--- src/rtl/rdp_pkg.sv ---
`default_nettype none
package rdp_pkg;

  localparam int ADDR_FIELD_W      = 32;
  localparam int DIST_W            = 6;
  localparam int DIST_MAX          = 63;
  localparam int STACK_DEPTH_DEF   = 64;
  localparam int ADDR_WIDTH_DEF    = 32;

  // progress of one item through the chain
  typedef struct packed {
    logic              v;
    logic              done;
    logic              found;
    logic [DIST_W-1:0] distance;
  } rdp_flow_t;

endpackage
`default_nettype wire

--- src/rtl/rdp_cell.sv ---
`default_nettype none
module rdp_cell #(
  parameter int IDX        = 0,
  parameter int ADDR_WIDTH = rdp_pkg::ADDR_WIDTH_DEF
) (
  input  wire logic                  clk,
  input  wire logic                  rst_n,
  input  wire logic                  advance,
  input  wire logic                  frontier,
  input  wire rdp_pkg::rdp_flow_t    flow_i,
  input  wire logic [ADDR_WIDTH-1:0] tag_i,
  input  wire logic [ADDR_WIDTH-1:0] carry_i,
  output rdp_pkg::rdp_flow_t         flow_o,
  output logic      [ADDR_WIDTH-1:0] tag_o,
  output logic      [ADDR_WIDTH-1:0] carry_o,
  output logic                       grow
);
  import rdp_pkg::*;

  localparam logic [DIST_W-1:0] CELL_DIST =
    (IDX > DIST_MAX) ? DIST_W'(DIST_MAX) : DIST_W'(IDX);

  logic [ADDR_WIDTH-1:0] held_r, held_nxt;
  rdp_flow_t             flow_r, flow_nxt;
  logic [ADDR_WIDTH-1:0] tag_r, carry_r, carry_nxt;
  logic                  proc;

  assign proc = flow_i.v && !flow_i.done;
  assign grow = advance && proc && frontier;

  always_comb begin
    flow_nxt  = flow_i;
    held_nxt  = held_r;
    carry_nxt = held_r;
    if (proc) begin
      held_nxt = carry_i;
      if (frontier) begin
        // first write of this entry: miss, push ends here
        flow_nxt.done     = 1'b1;
        flow_nxt.found    = 1'b0;
        flow_nxt.distance = '0;
      end else if (held_r == tag_i) begin
        flow_nxt.done     = 1'b1;
        flow_nxt.found    = 1'b1;
        flow_nxt.distance = CELL_DIST;
      end
    end
  end

  always_ff @(posedge clk) begin
    if (!rst_n) begin
      flow_r.v <= 1'b0;
    end else if (advance) begin
      flow_r.v <= flow_nxt.v;
    end
    if (advance) begin
      held_r          <= held_nxt;
      flow_r.done     <= flow_nxt.done;
      flow_r.found    <= flow_nxt.found;
      flow_r.distance <= flow_nxt.distance;
      tag_r           <= tag_i;
      carry_r         <= carry_nxt;
    end
  end

  assign flow_o  = flow_r;
  assign tag_o   = tag_r;
  assign carry_o = carry_r;
endmodule
`default_nettype wire
--- config.mk ---
export PLATFORM = sky130hd
export DESIGN_NAME = rdp_cell
export DESIGN_NICKNAME = d
export VERILOG_FILES = /design/src/rtl/rdp_pkg.sv /design/src/rtl/rdp_cell.sv
export SDC_FILE = /design/constraint.sdc
export NUM_CORES = 1
export LEC_CHECK = 0
export BUFFER_PORTS_ARGS = -buffer_cell sky130_fd_sc_hd__buf_2
export CORE_MARGIN = 8
export CORE_UTILIZATION = 51
export DETAILED_ROUTE_END_ITERATION = 8
export PLACE_DENSITY = 0.84
export SYNTH_ARGS = -nofsm -noshare
export SYNTH_HDL_FRONTEND = slang
export SYNTH_SLANG_ARGS = --single-unit
--- constraint.sdc ---
create_clock -name clk -period 5.5 [get_ports clk]
set_clock_uncertainty 0.1 [all_clocks]
set_input_delay 0.275 -clock clk [delete_from_list [all_inputs] [get_ports clk]]
set_output_delay 0.275 -clock clk [all_outputs]
set_load 0.005 [all_outputs]
## Yosys cells after proc, flatten, opt, wreduce, memory -nomap -nowiden

Cells that the tools add are included.

| word-level totals | value |
|---|---|
| flip-flop bits (word level) | 105 |
| latch bits | 0 |
| bits in writable memories | 0 |
| bits in read-only memories | 0 |
| input bits | 77 |
| output and inout bits | 74 |
| memories | 0 |

| operators by class | value |
|---|---|
| add/subtract/negate cells | 0 |
| multiply operators | 0 |
| div/mod/pow operators | 0 |
| magnitude comparators | 0 |
| eq/ne operators | 1 |
| shift-type cells | 0 |
| multiplexer cells | 3 |
| bitwise operators | 0 |
| reductions and logical operators | 5 |

Operators by type and width:

| cell | count |
|---|---|
| equality test 32 bit | 1 |
| two-way mux 8 bit | 3 |
| logical AND 1 bit | 3 |
| AND reduction 2 bit | 1 |
| logical NOT 1 bit | 1 |

## Logic depth before layout (Yosys ltp)

Gate-level depths: netlist of the first run.

| logic depth | value |
|---|---|
| depth in word-level cells | 4 |
| mapped depth | 5 |

## Least setup slack after synthesis of the first run

No wires, ideal clock.

| timing path | value |
|---|---|
| kind | register -> register |
| start point | register held_r[22], in the netlist carry_nxt[22] |
| end point | register flow_r, in the netlist flow_o[0] (data pin) |
| library setup time | 0.255 ns |
| data arrival time | 1.478 ns |
| setup slack | 3.667 ns |
| cell stages (with the launch flop) | 6 |
| path buffers | 0 |
| clock period less this slack | 1.833 ns |
| cell sequence | edfxtp_1 > xor2_1 > nor4_1 > nand4_1 > or3_4 > and3_1 |

RTL lines:

| element | RTL line | source |
|---|---|---|
| start: declaration | rdp_cell.sv:23 | `logic [ADDR_WIDTH-1:0] held_r, held_nxt;` |
| start signal: assignment | rdp_cell.sv:57 | `held_r <= held_nxt;` |
| end: declaration | rdp_cell.sv:24 | `rdp_flow_t flow_r, flow_nxt;` |

==> results of run 1 <==
-- Yosys cell counts (all sizes together) --
library cell / number
a21o: 1
nor4: 7
edfxtp: 104
nor2b: 2
xnor2: 1
and3: 7
nand3b: 1
xor2: 31
nand3: 2
nand4: 1
nor4b: 1
dfxtp: 1
and2: 1
nor3: 1
mux2i: 1
or3: 1
nand2: 1
-- sequential cells by signal, summed over array words and instances, names as in the netlist --
signal,cells
flow_o,9
carry_o,32
carry_nxt,32
tag_o,32
-- through the flow --
step,power (uW),util [%],cells,setup slack (ps)
3_3_place_gp,1080,65.7,412,3260
4_1_cts,1590,73.2,458,3210
2_1_floorplan,994,-,164,3670
3_5_place_dp,1080,65.7,412,3230
6_report,1570,73.4,459,3230
5_1_grt,1630,73.4,459,3130
-- where the power goes --
part / leakage, uW / internal (uW) / switching [uW]
registers: 0.00101 / 933 / 15.3
logic: 0.000935 / 70.3 / 62.9
clock network: 0.0000987 / 252 / 241
total: 0.00204 / 1260 / 319
-- worst max-delay path by stage --
stage,slack [ps],endpoint,from,cells after the start
6_report,3230,flow_o[1]$_DFFE_PP_,carry_nxt[7]$_DFFE_PP_,5
5_1_grt,3130,flow_o[3]$_DFFE_PP_,carry_nxt[7]$_DFFE_PP_,5
4_1_cts,3210,flow_o[1]$_DFFE_PP_,carry_nxt[7]$_DFFE_PP_,5
3_5_place_dp,3230,flow_o[1]$_DFFE_PP_,carry_nxt[7]$_DFFE_PP_,5
3_3_place_gp,3260,flow_o[3]$_DFFE_PP_,carry_nxt[7]$_DFFE_PP_,5
2_1_floorplan,3670,flow_o[0]$_DFFE_PP_,carry_nxt[22]$_DFFE_PP_,5
-- what timing repair did --
item / in CTS / in global routing
setup endpoints to repair: 0 / 0
endpoints found under the hold margin: 31 / 1
hold buffers: 31 / 1
-- cells by family after synthesis --
logic type | count (synthesis) | synth area share, %
AOI/OAI and AO/OA | 1 | 0.209
xor gates and xnor gates | 32 | 7.79
DFF | 105 | 87.3
muxes | 1 | 0.278
and+or+nand+nor | 25 | 4.41
-- cell type report --
cell class,instances,area (um^2)
flip-flops and latches,105,3140
fillers,463,1820
repair buffers,184,1090
multi-input cells,59,457
clock buffers,9,124
well taps,96,120
clock inverters,6,83.8
-- metal layers --
metal / share of wire (%) / up-vias / wire length (um) / track usage [%]
met3: 7.8 / 11 / 647 / 5.74
met2: 55 / 89 / 4570 / 29.3
li1: - / 1025 / - / -
met4: 1.9 / 0 / 160 / 8.14
met5: 0 / - / 0 / 0
met1: 35 / 1038 / 2870 / 16.6
-- cells in the final DEF (no fill, tap or decap), drive strengths merged, types with 2 or more instances in the layout --
cell type    netlist  final
and3               7      7
nor4               7      7
clkbuf             0      9
clkinv             0      2
nand3              2      2
bufinv             0      2
dlygate4sd3        0     32
edfxtp           104    104
nor2b              2      2
clkinvlp           0      2
buf                0    152
xor2              31     31
==> results by group, run 1 <==
Outcome
  – Outcome: finished clean

Synth
  – Average size of a mapped cell: 21.9 um^2
  – FF+latch count, synth: 105
  – Syn Nets: 241
  – Mapped Area: 3600 um^2
  – Top post-synthesis cells by area: edfxtp_1, xor2_1, and3_1
  – Mapped Cells: 164
  – Yosys cell types: 17
  – Post-synth top area cell: edfxtp_1
  – Seq/Total Area, Yosys: 87.3%
  – Synth top area share: 86.8%
  – Ys Warns: 0

Timing
  – Final setup vio count: 0
  – Post-route minimum period: 2270 ps
  – Final Hold Vio Count: 0
  – Final slew viol count: 0
  – Slew @ Worst Pin: 768 ps
  – Final hold slack: 25.6 ps
  – Tcrit/Tclk final: 41.4%
  – Maximum clock frequency: 440 MHz
  – RSZ-0062 raised after global routing: no
  – Total negative setup slack: 0 ps
  – Slew headroom: 48.8%

Critical path
  – Reg-to-Reg End: flow_o[1]$_DFFE_PP_
  – CP max stage delay: 480 ps
  – Worst R2R Start: carry_nxt[7]$_DFFE_PP_
  – WP buf/inv: 0
  – CP endpoint kind: flip-flop
  – R2R setup slack: 3230 ps
  – Worst EP required: 5500 ps
  – Critical Path AT: 2270 ps
  – Setup crit start kind: flip-flop
  – Delay-heaviest family, CP: simple AND/OR/NAND/NOR gates
  – Worst-case reg-to-reg path depth: 5
  – Crit-path max FO: 7
  – Crit-path slowest cell: nor4_1
  – Critical Path, Cell by Cell: xor2_1 > nor4_1 > nand4_1 > or3_4 > and3_1
  – Crit path kind: flip-flop to flip-flop

Clock tree
  – Clock buffer count from CTS: 9
  – Clk slew on worst S/H paths: 100 ps
  – Post-CTS sizing: 0
  – Root buf cell: clkbuf_8
  – Htree depth: 3
  – Clock tree sinks: 105
  – Setup Buffers After CTS: 0
  – CTS tree: done
  – Clock buffer depth: 2
  – Clk Latency, worst-skew pair: 340 ps

Global route
  – Vias in the first global route: 2283
  – First-pass GRT wire length: 12.2 mm
  – Total track usage: 16.4%
  – Largest net degree at the start of global routing: 41
  – Initial antenna violation count: 0
  – GR Overflow Total: 0

Floorplan
  – # IOs: 151
  – Placeable Area: 6830 um^2
  – Die width: 100 um
  – Starting density of the core: 52.7%
  – Die height: 100 um
  – Core Rows: 30
  – Die ar.: 10000 um^2

Worst hold path
  – HP Start: tag_i[19]
  – Worst min path class: input port to flip-flop
  – Hold endpoint: tag_o[19]$_DFFE_PP_
  – Hold path cells: 1

Route
  – Via count: 2163
  – Routed Antenna Nets: 0
  – DRT Wirelength: 8.24 mm
  – Initial DRT Pass Iterations: 4
  – Drt wl/cell: 18.0 um
  – Vias/cell: 4.71
  – Initial DRC count: 90
  – DRC Markers: 0

Place
  – Global placer's final weighted congestion: 0.743
  – Cell Area, Placed: 4490 um^2
  – Port Buffers: 150

Pwr
  – Pwr dens: 314 nW/um^2
  – Leak Pwr: 0.00204 uW
  – Worst VDD drop: 232 uV

Finish
  – Nets@finish: 436
  – Share of cells above drive strength 1: 46.0%
  – Area Overhead vs Synth: 39.3%
  – Final instance area: 5010 um^2
  – Antenna diodes: 0

Run
  – Max cap viols: 0
Note: power is estimated with default switching activity, not from simulation.
==> run 2, diff against run 1 <==
Settings changed: ABC_AREA set to 1, CORE_UTILIZATION 51 to 43, PLACE_DENSITY 0.84 to 0.75.
Clock period 5.5 ns to 1.9 ns, I/O delays scaled along.
==> results by group, run 2 <==
Outcome
  – Outcome: finished clean

Timing
  – Slew headroom: 75.9% (+27 points)
  – Slew @ Worst Pin: 361 ps (-407 ps)
  – Final setup vio count: 0 (unchanged)
  – Post-route minimum period: 1730 ps
  – Final Hold Vio Count: 0 (unchanged)
  – Tcrit/Tclk final: 91.1%
  – Final slew viol count: 0 (unchanged)
  – Final hold slack: 30.6 ps (+4.97 ps)
  – RSZ-0062 raised after global routing: no
  – Total negative setup slack: 0 ps (unchanged)
  – Maximum clock frequency: 577 MHz

Floorplan
  – Die ar.: 12200 um^2 (+22%)
  – Starting density of the core: 44.2% (-8.5 points)
  – Die width: 110 um (+10%)
  – Die height: 110 um (+10%)
  – Core Rows: 34 (+13%)
  – # IOs: 151 (unchanged)
  – Placeable Area: 8680 um^2 (+27%)

Critical path
  – Crit-path slowest cell: dlygate4sd3_1
  – Crit path kind: input port to flip-flop
  – R2R setup slack: 230 ps (-3000 ps)
  – CP max stage delay: 550 ps (+70 ps)
  – Worst EP required: 1910 ps (-3590 ps)
  – Reg-to-Reg End: flow_o[1]$_DFFE_PP_
  – Worst R2R Start: carry_nxt[1]$_DFFE_PP_
  – Critical Path AT: 1740 ps (-530 ps)
  – CP endpoint kind: flip-flop
  – Worst-case reg-to-reg path depth: 8 (+3)
  – Setup crit start kind: input port
  – Critical Path, Cell by Cell: dlygate4sd3_1 > buf_2 > inv_2 > nand2_1 > nor2_1 > nand2_1 > nor2_1 > nand2_1 > nor2_2 > nand3_2 > nand2_2 > nor2_1
  – Crit-path max FO: 6 (-1)

Synth
  – Asr flop ratio synth: 0% (unchanged)
  – Post-synth top area cell: edfxtp_1
  – Ys flop type: edfxtp_1
  – FF+latch count, synth: 105 (unchanged)
  – Mapped Cells: 264 (+61%)
  – Seq/Total Area, Yosys: 82.0% (-5.3 points)
  – Top-count cell post-synth: edfxtp_1
  – Yosys cell types: 17 (unchanged)
  – Average size of a mapped cell: 14.5 um^2 (-34%)
  – Mapped Area: 3830 um^2 (+6.5%)
  – Synth top area share: 81.5% (-5.3 points)
  – Ys Warns: 0 (unchanged)
  – Syn Nets: 341 (+41%)
  – Commonest cells in the netlist: edfxtp_1, nand2_1, inv_1
  – Post-synth EDFFs: 104 (unchanged)
  – Top post-synthesis cells by area: edfxtp_1, nand2_1, inv_1

Run
  – Max cap viols: 0 (unchanged)

Place
  – DP HPWL: 6.51 mm
  – Global placer's final weighted congestion: 0.686 (-7.6%)
  – Port Buffers: 150 (unchanged)

Finish
  – Most frequent cells in the layout: buf_2, edfxtp_1, dlygate4sd3_1
  – Share of cells above drive strength 1: 33.9% (-12 points)
  – Area Overhead vs Synth: 48.4%
  – Most common cell after layout, fill and taps aside: buf_2
  – Nets@finish: 579 (+33%)
  – Antenna diodes: 0 (unchanged)

Route
  – Drt wl/cell: 15.2 um (-15%)
  – Initial DRT Pass Iterations: 4 (unchanged)
  – DRT Wirelength: 9.32 mm (+13%)
  – DRC Markers: 0 (unchanged)
  – Via count: 2681 (+24%)
  – Vias/cell: 4.37 (-7.2%)
  – Routed Antenna Nets: 0 (unchanged)
  – Initial DRC count: 142 (+58%)

Clock tree
  – Clock buffer depth: 2 (unchanged)
  – Post-CTS sizing: 0 (unchanged)
  – Clock tree sinks: 105 (unchanged)
  – CTS tree: done
  – Clock buffer count from CTS: 9 (unchanged)
  – Root buf cell: clkbuf_8
  – Htree depth: 3 (unchanged)
  – Clk slew on worst S/H paths: 90 ps (about the same)
  – Clk Latency, worst-skew pair: 350 ps (about the same)

Pwr
  – Leak Pwr: 0.00253 uW (+24%)
  – Worst VDD drop: 411 uV (+77%)
  – Pwr dens: 793 nW/um^2 (+150%)

Worst hold path
  – Hold endpoint: flow_o[8]$_SDFFE_PN0P_
  – HP Start: flow_i[8]
  – Worst min path class: input port to flip-flop
  – Hold path cells: 3 (+2)

Global route
  – Largest net degree at the start of global routing: 38 (-7.3%)
  – First-pass GRT wire length: 14.8 mm (+22%)
  – Vias in the first global route: 2976 (+30%)
  – GR Overflow Total: 0 (unchanged)
  – Total track usage: 15.1% (-1.3 points)
  – Initial antenna violation count: 0 (unchanged)
## run 2: cell count changes after synthesis, moves of 7 or more
cell | before | now
and3_1 | 7 | 0
inv_1 | 0 | 49
nand2_1 | 1 | 63
nor2_1 | 0 | 20
nor4_1 | 7 | 0
xnor2_1 | 1 | 12
xor2_1 | 31 | 0
## run 2: worst max-delay path by stage
stage / slack (ps) / startpoint / to / cells past startpoint
6_report: 170 / flow_i[7] / flow_o[1]$_DFFE_PP_ / 12
5_1_grt: 100 / flow_i[7] / flow_o[3]$_DFFE_PP_ / 12
3_5_place_dp: 190 / carry_nxt[1]$_DFFE_PP_ / flow_o[5]$_DFFE_PP_ / 8
4_1_cts: 130 / flow_i[7] / flow_o[5]$_DFFE_PP_ / 12
2_1_floorplan: 400 / advance / carry_nxt[0]$_DFFE_PP_ / 2
3_3_place_gp: 240 / carry_nxt[1]$_DFFE_PP_ / flow_o[5]$_DFFE_PP_ / 8
## run 2: worst max-delay path: cells and delay by family
kind                   cells  cell delay (ps)
AND/OR/NAND/NOR            9              890
buffers and inverters      3              770
## run 2: metal layers
layer | global-route usage (%) | routed length, um | up-vias
li1 | - | - | 1342
met1 | 15.4 | 3630 | 1227
met2 | 27.0 | 4800 | 100
met3 | 6.17 | 755 | 12
met4 | 5.59 | 133 | 0
met5 | 0 | 0 | -
## run 2: logic make-up (layout without fill, tap and decap cells)
logic type,count (synthesis),in the layout,share of synthesized area (%)
flops,105,105,82.0
simple gates,90,90,9.27
buf+inv,50,291,4.90
xor+xnor,12,12,2.74
compound gates,7,7,1.11
## run 2: layout make-up
class                           count  area [um^2]
Clock buffer                        9          124
Multi-Input combinational cell    109          510
Timing Repair Buffer              227         1540
Inverter                           50          188
Tap cell                          108          135
Fill cell                         682         2990
Sequential cell                   105         3140
Clock inverter                      5         48.8
## run 2: per-stage QoR
step | power, uW | cell area [um^2] | setup slack, ps | utilization [%] | instances
2_1_floorplan | 2910 | 3840 | 401 | - | 264
3_3_place_gp | 3170 | 4780 | 238 | 55.0 | 525
3_5_place_dp | 3190 | 4780 | 186 | 55.0 | 525
4_1_cts | 4580 | 5690 | 132 | 65.6 | 613
5_1_grt | 4700 | 5690 | 97.1 | 65.6 | 613
6_report | 4510 | 5690 | 168 | 65.6 | 613
## run 2: timing repair
action | in CTS | in global routing
buffers inserted | 0 | 0
hold endpoints to repair | 83 | 0
hold buffers | 74 | 0
## run 2: report_power, final
group          leakage (uW)  switching [uW]  internal (uW)  total, uW
Clock             0.0000921             678            584       1260
Combinational       0.00143             222            278        500
Sequential          0.00101            47.5           2700       2750
